$ cat config.mk
export PLATFORM = sky130hd
export DESIGN_NAME = vital_sign_frame_parser
export DESIGN_NICKNAME = d
export VERILOG_FILES = /design/src/vsfp_pkg.sv /design/src/vsfp_in_stage.sv /design/src/vsfp_deframer.sv /design/src/vsfp_out_stage.sv /design/src/vital_sign_frame_parser.sv
export SDC_FILE = /design/constraint.sdc
export NUM_CORES = 1
export LEC_CHECK = 0
export ABC_AREA = 1
export BUFFER_PORTS_ARGS = -buffer_cell sky130_fd_sc_hd__buf_4
export CORE_MARGIN = 5
export CORE_UTILIZATION = 62
export CTS_CLUSTER_DIAMETER = 40
export DETAILED_ROUTE_END_ITERATION = 6
export PLACE_DENSITY = 0.93
export RECOVER_POWER = 50
export SLEW_MARGIN = 30
export SYNTH_ARGS = -nofsm -noshare
export SYNTH_HDL_FRONTEND = slang
export SYNTH_SLANG_ARGS = --single-unit
$ cat constraint.sdc
create_clock -name i_clk -period 7.7 [get_ports i_clk]
set_input_delay 2.31 -clock i_clk [delete_from_list [all_inputs] [get_ports i_clk]]
set_output_delay 2.31 -clock i_clk [all_outputs]
set_load 0.01 [all_outputs]
$ cat src/vsfp_pkg.sv
// Shared types and constants for the vital sign frame parser.
`timescale 1ns / 1ps
`default_nettype none
package vsfp_pkg;

    localparam logic [7:0] HEADER_FIRST   = 8'h66;
    localparam logic [7:0] HEADER_SECOND  = 8'hCC;
    localparam logic [7:0] VITALS_ID      = 8'h01;
    localparam logic [7:0] VITALS_MIN_LEN = 8'd8;
    localparam int         N_VITALS       = 7;

    localparam logic [1:0] ST_OK    = 2'd0;
    localparam logic [1:0] ST_CSUM  = 2'd1;
    localparam logic [1:0] ST_OTHER = 2'd2;
    localparam logic [1:0] ST_SHORT = 2'd3;

    typedef struct packed {
        logic [1:0]  status;
        logic [7:0]  packet_id;
        logic [7:0]  heart_rate;
        logic [7:0]  breath_rate;
        logic [15:0] temperature_tenths;
        logic [7:0]  pressure_high;
        logic [7:0]  pressure_low;
        logic [7:0]  oxygen_level;
    } t_result;

endpackage
`default_nettype wire

$ cat src/vsfp_in_stage.sv
// Input word register with stall back to the sender.
`timescale 1ns / 1ps
`default_nettype none
module vsfp_in_stage import vsfp_pkg::*; (
    input  wire logic       i_clk,
    input  wire logic       i_rst_n,
    input  wire logic       i_valid,
    input  wire logic [7:0] i_data_byte,
    input  wire logic       i_advance,
    output logic            o_stall,
    output logic            o_valid,
    output logic [7:0]      o_data_byte
);

    logic       r_valid;
    logic       n_valid;
    logic [7:0] r_data;
    logic       w_take;

    assign o_stall = r_valid && !i_advance;
    assign w_take  = i_valid && !o_stall;

    always_comb begin
        n_valid = r_valid;
        if (w_take) begin
            n_valid = 1'b1;
        end else if (i_advance) begin
            n_valid = 1'b0;
        end
    end

    always_ff @(posedge i_clk) begin
        if (!i_rst_n) begin
            r_valid <= 1'b0;
        end else begin
            r_valid <= n_valid;
        end
    end

    always_ff @(posedge i_clk) begin
        if (w_take) begin
            r_data <= i_data_byte;
        end
    end

    assign o_valid     = r_valid;
    assign o_data_byte = r_data;

endmodule
`default_nettype wire

$ cat src/vsfp_deframer.sv
// Frame state tracking, checksum and result decode for one word per cycle while i_advance is high.
`timescale 1ns / 1ps
`default_nettype none
module vsfp_deframer import vsfp_pkg::*; (
    input  wire logic       i_clk,
    input  wire logic       i_rst_n,
    input  wire logic [7:0] i_data_byte,
    input  wire logic       i_advance,
    output logic            o_is_check,
    output t_result         o_result
);

    localparam logic [2:0] PH_HUNT    = 3'd0;
    localparam logic [2:0] PH_SECOND  = 3'd1;
    localparam logic [2:0] PH_LENGTH  = 3'd2;
    localparam logic [2:0] PH_PAYLOAD = 3'd3;
    localparam logic [2:0] PH_CHECK   = 3'd4;

    logic [2:0] r_phase, n_phase;
    logic [7:0] r_length, n_length;
    logic [7:0] r_index, n_index;
    logic [7:0] r_sum, n_sum;
    logic [7:0] r_id, n_id;
    logic [7:0] r_vital [N_VITALS];
    logic [N_VITALS-1:0] w_vital_we;

    always_comb begin
        n_phase  = r_phase;
        n_length = r_length;
        n_index  = r_index;
        n_sum    = r_sum;
        n_id     = r_id;
        case (r_phase)
            PH_HUNT: begin
                n_phase = (i_data_byte == HEADER_FIRST) ? PH_SECOND : PH_HUNT;
            end
            PH_SECOND: begin
                if (i_data_byte == HEADER_SECOND) begin
                    n_phase = PH_LENGTH;
                end else begin
                    n_phase = (i_data_byte == HEADER_FIRST) ? PH_SECOND : PH_HUNT;
                end
            end
            PH_LENGTH: begin
                n_length = i_data_byte;
                n_sum    = i_data_byte;
                n_index  = 8'd0;
                n_id     = 8'd0;
                n_phase  = (i_data_byte == 8'd0) ? PH_CHECK : PH_PAYLOAD;
            end
            PH_PAYLOAD: begin
                n_sum   = r_sum + i_data_byte;
                n_index = r_index + 8'd1;
                if (r_index == 8'd0) begin
                    n_id = i_data_byte;
                end
                if (n_index == r_length) begin
                    n_phase = PH_CHECK;
                end
            end
            PH_CHECK: begin
                n_phase = PH_HUNT;
            end
            default: begin
                n_phase = (i_data_byte == HEADER_FIRST) ? PH_SECOND : PH_HUNT;
            end
        endcase
    end

    always_comb begin
        for (int j = 0; j < N_VITALS; j++) begin
            w_vital_we[j] = i_advance && (r_phase == PH_PAYLOAD) && (r_index == 8'(j + 1));
        end
    end

    always_ff @(posedge i_clk) begin
        if (!i_rst_n) begin
            r_phase  <= PH_HUNT;
            r_length <= 8'd0;
            r_index  <= 8'd0;
            r_sum    <= 8'd0;
            r_id     <= 8'd0;
        end else if (i_advance) begin
            r_phase  <= n_phase;
            r_length <= n_length;
            r_index  <= n_index;
            r_sum    <= n_sum;
            r_id     <= n_id;
        end
    end

    always_ff @(posedge i_clk) begin
        for (int j = 0; j < N_VITALS; j++) begin
            if (w_vital_we[j]) begin
                r_vital[j] <= i_data_byte;
            end
        end
    end

    always_comb begin
        o_result           = '0;
        o_result.packet_id = r_id;
        if (i_data_byte != r_sum) begin
            o_result.status = ST_CSUM;
        end else if (r_length == 8'd0 || r_id != VITALS_ID) begin
            o_result.status = ST_OTHER;
        end else if (r_length < VITALS_MIN_LEN) begin
            o_result.status = ST_SHORT;
        end else begin
            o_result.status             = ST_OK;
            o_result.heart_rate         = r_vital[0];
            o_result.breath_rate        = r_vital[1];
            o_result.temperature_tenths = {r_vital[2], r_vital[3]};
            o_result.pressure_high      = r_vital[4];
            o_result.pressure_low       = r_vital[5];
            o_result.oxygen_level       = r_vital[6];
        end
    end

    assign o_is_check = (r_phase == PH_CHECK);

endmodule
`default_nettype wire

$ cat src/vsfp_out_stage.sv
// Result register toward the receiver.
`timescale 1ns / 1ps
`default_nettype none
module vsfp_out_stage import vsfp_pkg::*; (
    input  wire logic    i_clk,
    input  wire logic    i_rst_n,
    input  wire logic    i_load,
    input  wire t_result i_result,
    input  wire logic    i_stall,
    output logic         o_free,
    output logic         o_valid,
    output t_result      o_result
);

    logic    r_valid;
    logic    n_valid;
    t_result r_result;

    assign o_free = !r_valid || !i_stall;

    always_comb begin
        n_valid = r_valid && i_stall;
        if (i_load) begin
            n_valid = 1'b1;
        end
    end

    always_ff @(posedge i_clk) begin
        if (!i_rst_n) begin
            r_valid <= 1'b0;
        end else begin
            r_valid <= n_valid;
        end
    end

    always_ff @(posedge i_clk) begin
        if (i_load) begin
            r_result <= i_result;
        end
    end

    assign o_valid  = r_valid;
    assign o_result = r_result;

endmodule
`default_nettype wire

$ cat src/vital_sign_frame_parser.sv
// Top level: byte stream deframer for vital sign packets.
// Stages: input word register, then the result register that drives o_valid.
// Throughput: one word per cycle; a checksum word waits only while the result register
// is full and stalled.
// Reset: synchronous, active low; clears all valid flags and returns the parser to hunting.
`timescale 1ns / 1ps
`default_nettype none
module vital_sign_frame_parser import vsfp_pkg::*; (
    input  wire logic        i_clk,
    input  wire logic        i_rst_n,
    input  wire logic        i_valid,
    output logic             o_stall,
    input  wire logic [7:0]  i_data_byte,
    output logic             o_valid,
    input  wire logic        i_stall,
    output logic [1:0]       o_status,
    output logic [7:0]       o_packet_id,
    output logic [7:0]       o_heart_rate,
    output logic [7:0]       o_breath_rate,
    output logic [15:0]      o_temperature_tenths,
    output logic [7:0]       o_pressure_high,
    output logic [7:0]       o_pressure_low,
    output logic [7:0]       o_oxygen_level
);

    logic       w_in_valid;
    logic       w_is_check;
    logic [7:0] w_byte;
    logic       w_advance;
    logic       w_out_free;
    t_result    w_res;
    t_result    w_out;

    vsfp_in_stage u_in (
        .i_clk       (i_clk),
        .i_rst_n     (i_rst_n),
        .i_valid     (i_valid),
        .i_data_byte (i_data_byte),
        .i_advance   (w_advance),
        .o_stall     (o_stall),
        .o_valid     (w_in_valid),
        .o_data_byte (w_byte)
    );

    vsfp_deframer u_deframer (
        .i_clk       (i_clk),
        .i_rst_n     (i_rst_n),
        .i_data_byte (w_byte),
        .i_advance   (w_advance),
        .o_is_check  (w_is_check),
        .o_result    (w_res)
    );

    assign w_advance = w_in_valid && (!w_is_check || w_out_free);

    vsfp_out_stage u_out (
        .i_clk    (i_clk),
        .i_rst_n  (i_rst_n),
        .i_load   (w_advance && w_is_check),
        .i_result (w_res),
        .i_stall  (i_stall),
        .o_free   (w_out_free),
        .o_valid  (o_valid),
        .o_result (w_out)
    );

    assign o_status             = w_out.status;
    assign o_packet_id          = w_out.packet_id;
    assign o_heart_rate         = w_out.heart_rate;
    assign o_breath_rate        = w_out.breath_rate;
    assign o_temperature_tenths = w_out.temperature_tenths;
    assign o_pressure_high      = w_out.pressure_high;
    assign o_pressure_low       = w_out.pressure_low;
    assign o_oxygen_level       = w_out.oxygen_level;

    a_check_waits: assert property (@(posedge i_clk) disable iff (!i_rst_n)
        (w_in_valid && w_is_check && !w_out_free) |-> o_stall)
        else $error("checksum word advanced into a full result register");

    a_ok_is_vitals: assert property (@(posedge i_clk) disable iff (!i_rst_n)
        (o_valid && o_status == ST_OK) |-> (o_packet_id == VITALS_ID))
        else $error("vitals status with another packet id");

    a_fields_zero: assert property (@(posedge i_clk) disable iff (!i_rst_n)
        (o_valid && o_status != ST_OK) |->
        (o_heart_rate == 8'd0 && o_temperature_tenths == 16'd0 && o_oxygen_level == 8'd0))
        else $error("vital fields set on a non-vitals result");

    a_reset_clears: assert property (@(posedge i_clk)
        !i_rst_n |=> (!o_valid && !o_stall))
        else $error("valid flags not cleared by reset");

endmodule
`default_nettype wire

* Word-level counts from Yosys, hierarchy flattened
Memories as Yosys holds them, arrays and structs flattened. A register that Yosys moved wholly into a read port is not among the register bits.
Cells that the tools add are included.
** Storage, ports and cells
- Bits in writable memories :: 56
- Flip-flop bits (word level) :: 55
- Memories :: 1
- Input port bits :: 12
** Operators by class
- Equal/unequal tests :: 18
- Add/subtract/negate cells :: 2
- $lt $le $gt $ge :: 1
- Multiplexer cells :: 46
- Reduce and logical (&&, ||, !) cells :: 37
** Memories
- u_deframer.r_vital :: depth 7, bits a word 8, read ports 7, clocked after memory_dff 7, wr ports 1, RTL line vsfp_deframer.sv:24 : logic [7:0] r_vital [N_VITALS];
** Operator list (count)
- $mux 8 :: 7
- $pmux 8 s2 :: 3
- $reduce_or 8->1 :: 6
- $eq 8x3->1 const B :: 4
- $mux 3 :: 9
- $logic_not 8->1 :: 3
- $mux 1 :: 24
- $eq 8x2->1 const B :: 2
- $logic_and 1x1->1 :: 13
- $pmux 3 s4 :: 1
- $add 8x1->8 const B :: 1
- $add 8x8->8 :: 1
- $eq 8x1->1 const B :: 1
- $eq 8x7->1 const B :: 1
- $eq 8x8->1 :: 1
- $eq 8x8->1 const B :: 1
- $lt 8x4->1 const B :: 1
- $ne 8x1->1 const B :: 1
- $ne 8x8->1 :: 1
- $eq 3x2->1 const B :: 2
- $reduce_and 2->1 :: 3
- $logic_not 1->1 :: 5
- $mux 2 :: 2
- $ne 2x1->1 const B :: 2
- 6 further kinds :: 9

* Logic depth before layout (Yosys ltp)
- Word-level depth :: 15
- Mapped depth :: 14
- Gate-level depth less buffers :: 14

* By module
A second synthesis with hierarchy kept.
** Unflattened totals
- Cells, all modules :: 620
- Area total of the unflattened synthesis :: 6816.5 sq um
** Modules (own cells, without submodules)
- vsfp_deframer :: instances 1, cells each 528, sequential area each 2382.3 sq um, area an instance 4476.8 sq um
- vsfp_out_stage :: instances 1, cells each 71, sequential area each 2001.9 sq um, area an instance 2024.4 sq um
- vsfp_in_stage :: instances 1, cells each 16, sequential area each 260.2 sq um, area an instance 290.3 sq um
- vital_sign_frame_parser :: instances 1, cells each 5, sequential area each 0.0 sq um, area an instance 25.0 sq um

* Least setup slack after synthesis
OpenSTA, ideal clock, no wires.
- Path type :: input-to-output
- From :: input port i_stall
- To :: output port o_stall
- Data required time :: 5.390 ns
- Cell stages on the path :: 4
- Path slack :: 2.758 ns
- Buffers on the path :: 0
- Data arrival time :: 2.632 ns
- Cell sequence :: nand2_1 -> inv_1 -> nand3_1 -> inv_1
** On the way
- Word-level cells in the longest chain between the ends :: 6
** RTL lines
- start: declaration :: RTL line vital_sign_frame_parser.sv:15 : input wire logic i_stall,
- $logic_not 1->1 :: RTL line vsfp_out_stage.sv:19 : assign o_free = !r_valid || !i_stall;
- $logic_or 1x1->1 :: RTL line vsfp_out_stage.sv:19
- $logic_or 1x1->1 :: RTL line vital_sign_frame_parser.sv:54 : assign w_advance = w_in_valid && (!w_is_check || w_out_free);
- $logic_and 1x1->1 :: RTL line vital_sign_frame_parser.sv:54
- $logic_not 1->1 :: RTL line vsfp_in_stage.sv:20 : assign o_stall = r_valid && !i_advance;
- $logic_and 1x1->1 :: RTL line vsfp_in_stage.sv:20
- end: declaration :: RTL line vital_sign_frame_parser.sv:12 : output logic o_stall,
Every way passes these cells.

* Worst setup path in the final report
Same ends and word-level chain as after synthesis.

==> impl_metrics.py <==
metrics = {
    "setup_path": {
        "crit_path_end_kind": "primary output",
        "critPathLaunch": "i_stall",
        "crit_path_frequent_cell": "inv_1",
        "r2r_start": "u_in.o_data_byte[3]$_DFFE_PP_",
        "start_kind": "input pin",
        "critPathKind": "input pin to primary output",
        "slowest_delay_ns": 0.12,
        "reg2reg_to": "o_pressure_high[3]$_SDFFCE_PP0P_",
        "r2r_cells": 6,
        "arrival_ns": 2.84,
        "path_cells": "clkbuf_4 > nand2_1 > inv_1 > nand3_1 > inv_1 > buf_4",
        "worstPathRequired_ns": 5.39,
        "cp_max_fo": 2,
        "rrSetupSlack_ns": 3.49,
        "cp_slowest_cell": "buf_4",
    },
    "grt": {
        "antenna_found_initial": 0,
        "grt_pass1_vias": 4807,
        "grt_overflow_total": 0,
        "grt_max_degree": 67,
        "track_usage": 0.261,
        "grt_first_pass_wirelength_um": 25700,
    },
    "run_status": {
        "status": "complete, but fails checks",
        "failed_checks": "capacitance limit, slew limit",
    },
    "yosys": {
        "synth-seq-cells": 167,
        "synthDistinctLibCells": 41,
        "synth_top_flop_cell": "edfxtp_1",
        "yosys_warnings": 0,
        "synth_nets": 631,
        "syn_avg_cell_area_sq_um": 11.3,
        "synthesis.area_sq_um": 6840,
        "synthSimpleGateAreaFrac": 0.152,
        "synth_top_family_by_area": "simple AND/OR/NAND/NOR gates",
        "yosys.area_share.adder": 0.0230,
        "synth-xor-area-share": 0.00768,
        "async_reset_ff_frac": 0,
        "synth_edf_count": 130,
        "synth_compound_area_frac": 0.0558,
        "muxShareOfSynthArea": 0,
        "syn-instance-count": 607,
        "yosysSeqAreaShare": 0.679,
    },
    "clock_network": {
        "cts_made_buffers": 17,
        "htreeDepth": 4,
        "cts_resized": 0,
        "cts-root-buf": "clkbuf_8",
        "cts_hold_buf": 0,
        "clk_pin_slew_ns": 0.07,
        "cts_tree": "done",
        "worstSkewPairLatency_ns": 0.54,
        "cts.sinks": 167,
        "clock_path_buffers": 2,
        "cts_setup_buffers": 0,
    },
    "timing": {
        "worst_pin_slew_ns": 1.83,
        "setup-violations-final": 0,
        "finalWorstSetupSlack_ns": 2.55,
        "rsz0062_at_grt": "no",
        "finalCritPeriodShare": 0.669,
        "drv_slew": 57,
        "max_freq_ghz": 0.194,
        "holdWs_ns": 0.470,
        "slew_headroom": -0.221,
        "min_period_ns": 5.15,
        "fin_tns_setup_ns": 0,
        "skew_ns": 0.00989,
        "final_hold_viol_count": 0,
    },
    "floorplanning": {
        "die-area_sq_um": 13200,
        "chipHeight_um": 115,
        "start_util": 0.631,
        "fp.dieW_um": 115,
        "pin_count": 80,
        "num_rows": 38,
        "core_sq_um": 10800,
    },
    "min_path": {
        "hp-class": "register to register",
        "min_path_cells": 0,
        "hp-start": "u_deframer.r_id[6]$_SDFFE_PN0P_",
        "min_to": "u_out.o_result[62]$_DFFE_PP_",
    },
    "cells_and_area": {
        "fill_cells": 671,
        "layout.nets": 715,
        "regArea_sq_um": 4640,
        "utilization": 0.743,
        "n_antenna_cell": 0,
        "multi_input_area_sq_um": 1600,
        "area_growth_pct": 17.8,
        "final_area_sq_um": 8060,
        "layout-drive-gt1-share": 0.182,
        "fin_cells": 844,
    },
    "place": {
        "portBuffers": 79,
        "gp_congestion": 0.882,
        "dp_cells": 812,
        "post-place-ws_ns": 2.57,
        "dpl.hpwl_um": 9620,
        "placed_area_sq_um": 7500,
    },
    "power_and_ir_drop": {
        "p_leak_nw": 3.11,
        "pwr_density_cell_nw_per_um2": 241,
        "irDropWorstVdd_mv": 0.161,
        "fin_total_pwr_mw": 1.94,
    },
    "job": {
        "max_cap_viol_count": 1,
    },
    "routing": {
        "totalWireLength_um": 16700,
        "drtPass1Iterations": 5,
        "postRouteAntennaNets": 0,
        "vias": 4873,
        "drc": 0,
        "wl_per_cell_um": 19.8,
        "drt_iter0_markers": 594,
        "viasPerCell": 5.77,
    },
}
==> cells in the final DEF (no fill, tap or decap), drive strengths merged, types with 2 or more instances in the layout <==
master      n
edfxtp    130
inv       121
nor2       80
nand2      74
buf        62
a21oi      40
nand3      39
dfxtp      37
clkbuf     35
o21ai      17
ha         11
nor3        9
nand4       7
nor4        7
o211ai      4
clkinvlp    4
clkinv      4
xnor2       3
xor2        3
bufinv      3
or2         2
a211oi      2
==> cell type report <==
type,instances,area share
clock buffer,17,0.0514
clock inverter,15,0.0264
inverter,117,0.0551
multi-input combinational,308,0.199
sequential,167,0.576
tap,140,0.0217
timing repair buffer,80,0.0703
==> power by group <==
part	internal, mW	total, mW	switching, mW
Clock	0.510	0.902	0.392
Combinational	0.0162	0.0461	0.0299
Sequential	0.974	0.994	0.0198
==> critical path, delay by kind of cell <==
kind,cells,cell delay [ns]
buf+inv,4,0.39
simple gates,2,0.15
==> worst max path at each step <==
stage | to | cells after the start | slack (ns)
detailed placement | o_stall | 6 | 2.57
global placement | o_stall | 6 | 2.57
finish | o_stall | 6 | 2.55
floorplan | o_stall | 4 | 2.76
global route | o_stall | 6 | 2.49
CTS | o_stall | 6 | 2.56
==> cells by family after synthesis <==
kind of cell / count (synthesis)
AO/OA/AOI/OAI: 69
adder cells (fa/ha/maj): 12
flip-flops: 167
buffers and inverters: 132
AND/OR/NAND/NOR: 221
XOR/XNOR: 6
==> registers in the layout (all words and copies together) (netlist names) <==
signal / cells
u_in.o_data_byte: 8
u_deframer.r_vital: 56
u_deframer.r_length: 8
u_out.o_valid: 1
u_deframer.r_phase: 3
o_heart_rate: 8
o_oxygen_level: 8
u_in.o_valid: 1
u_out.o_result: 10
u_deframer.r_index: 8
u_deframer.r_id: 8
o_pressure_high: 8
o_pressure_low: 8
o_temperature_tenths: 16
u_deframer.r_sum: 8
o_breath_rate: 8
==> cell usage after synthesis, types with 2 or more instances <==
cell      number  area [sq um]
nand3_1       39           195
a211oi_1       2          15.0
buf_4          3          22.5
nor2_1        65           244
ha_1          11           138
inv_4          3          18.8
nor2_2        11          68.8
inv_1        110           413
edfxtp_1     130          3900
clkbuf_1       3          11.3
nor2_4         4          45.0
o211ai_1       4          30.0
a21oi_1       40           200
o21ai_1        2          10.0
nor3_1         9          45.0
xor2_1         3          26.3
xnor2_1        3          26.3
inv_2          4          15.0
buf_2          3          15.0
nor4_2         2          25.0
nand2_4        2          22.5
or2_2          2          12.5
nand4_1        7          43.8
buf_6          6          67.6
nand2_1       69           259
o21ai_0       14          70.1
nor4_1         5          31.3
nand2_2        2          12.5
dfxtp_1       37           741
==> layer usage <==
metal  vias to the layer above  wire length [um]  global-route usage
met3                        59              1490              0.0589
met2                       331              8420               0.447
met1                      2292              6190               0.321
met5                         -                 0                   0
li1                       2191                 -                   -
met4                         0               635               0.107
Power figures use the tool's default switching activity.
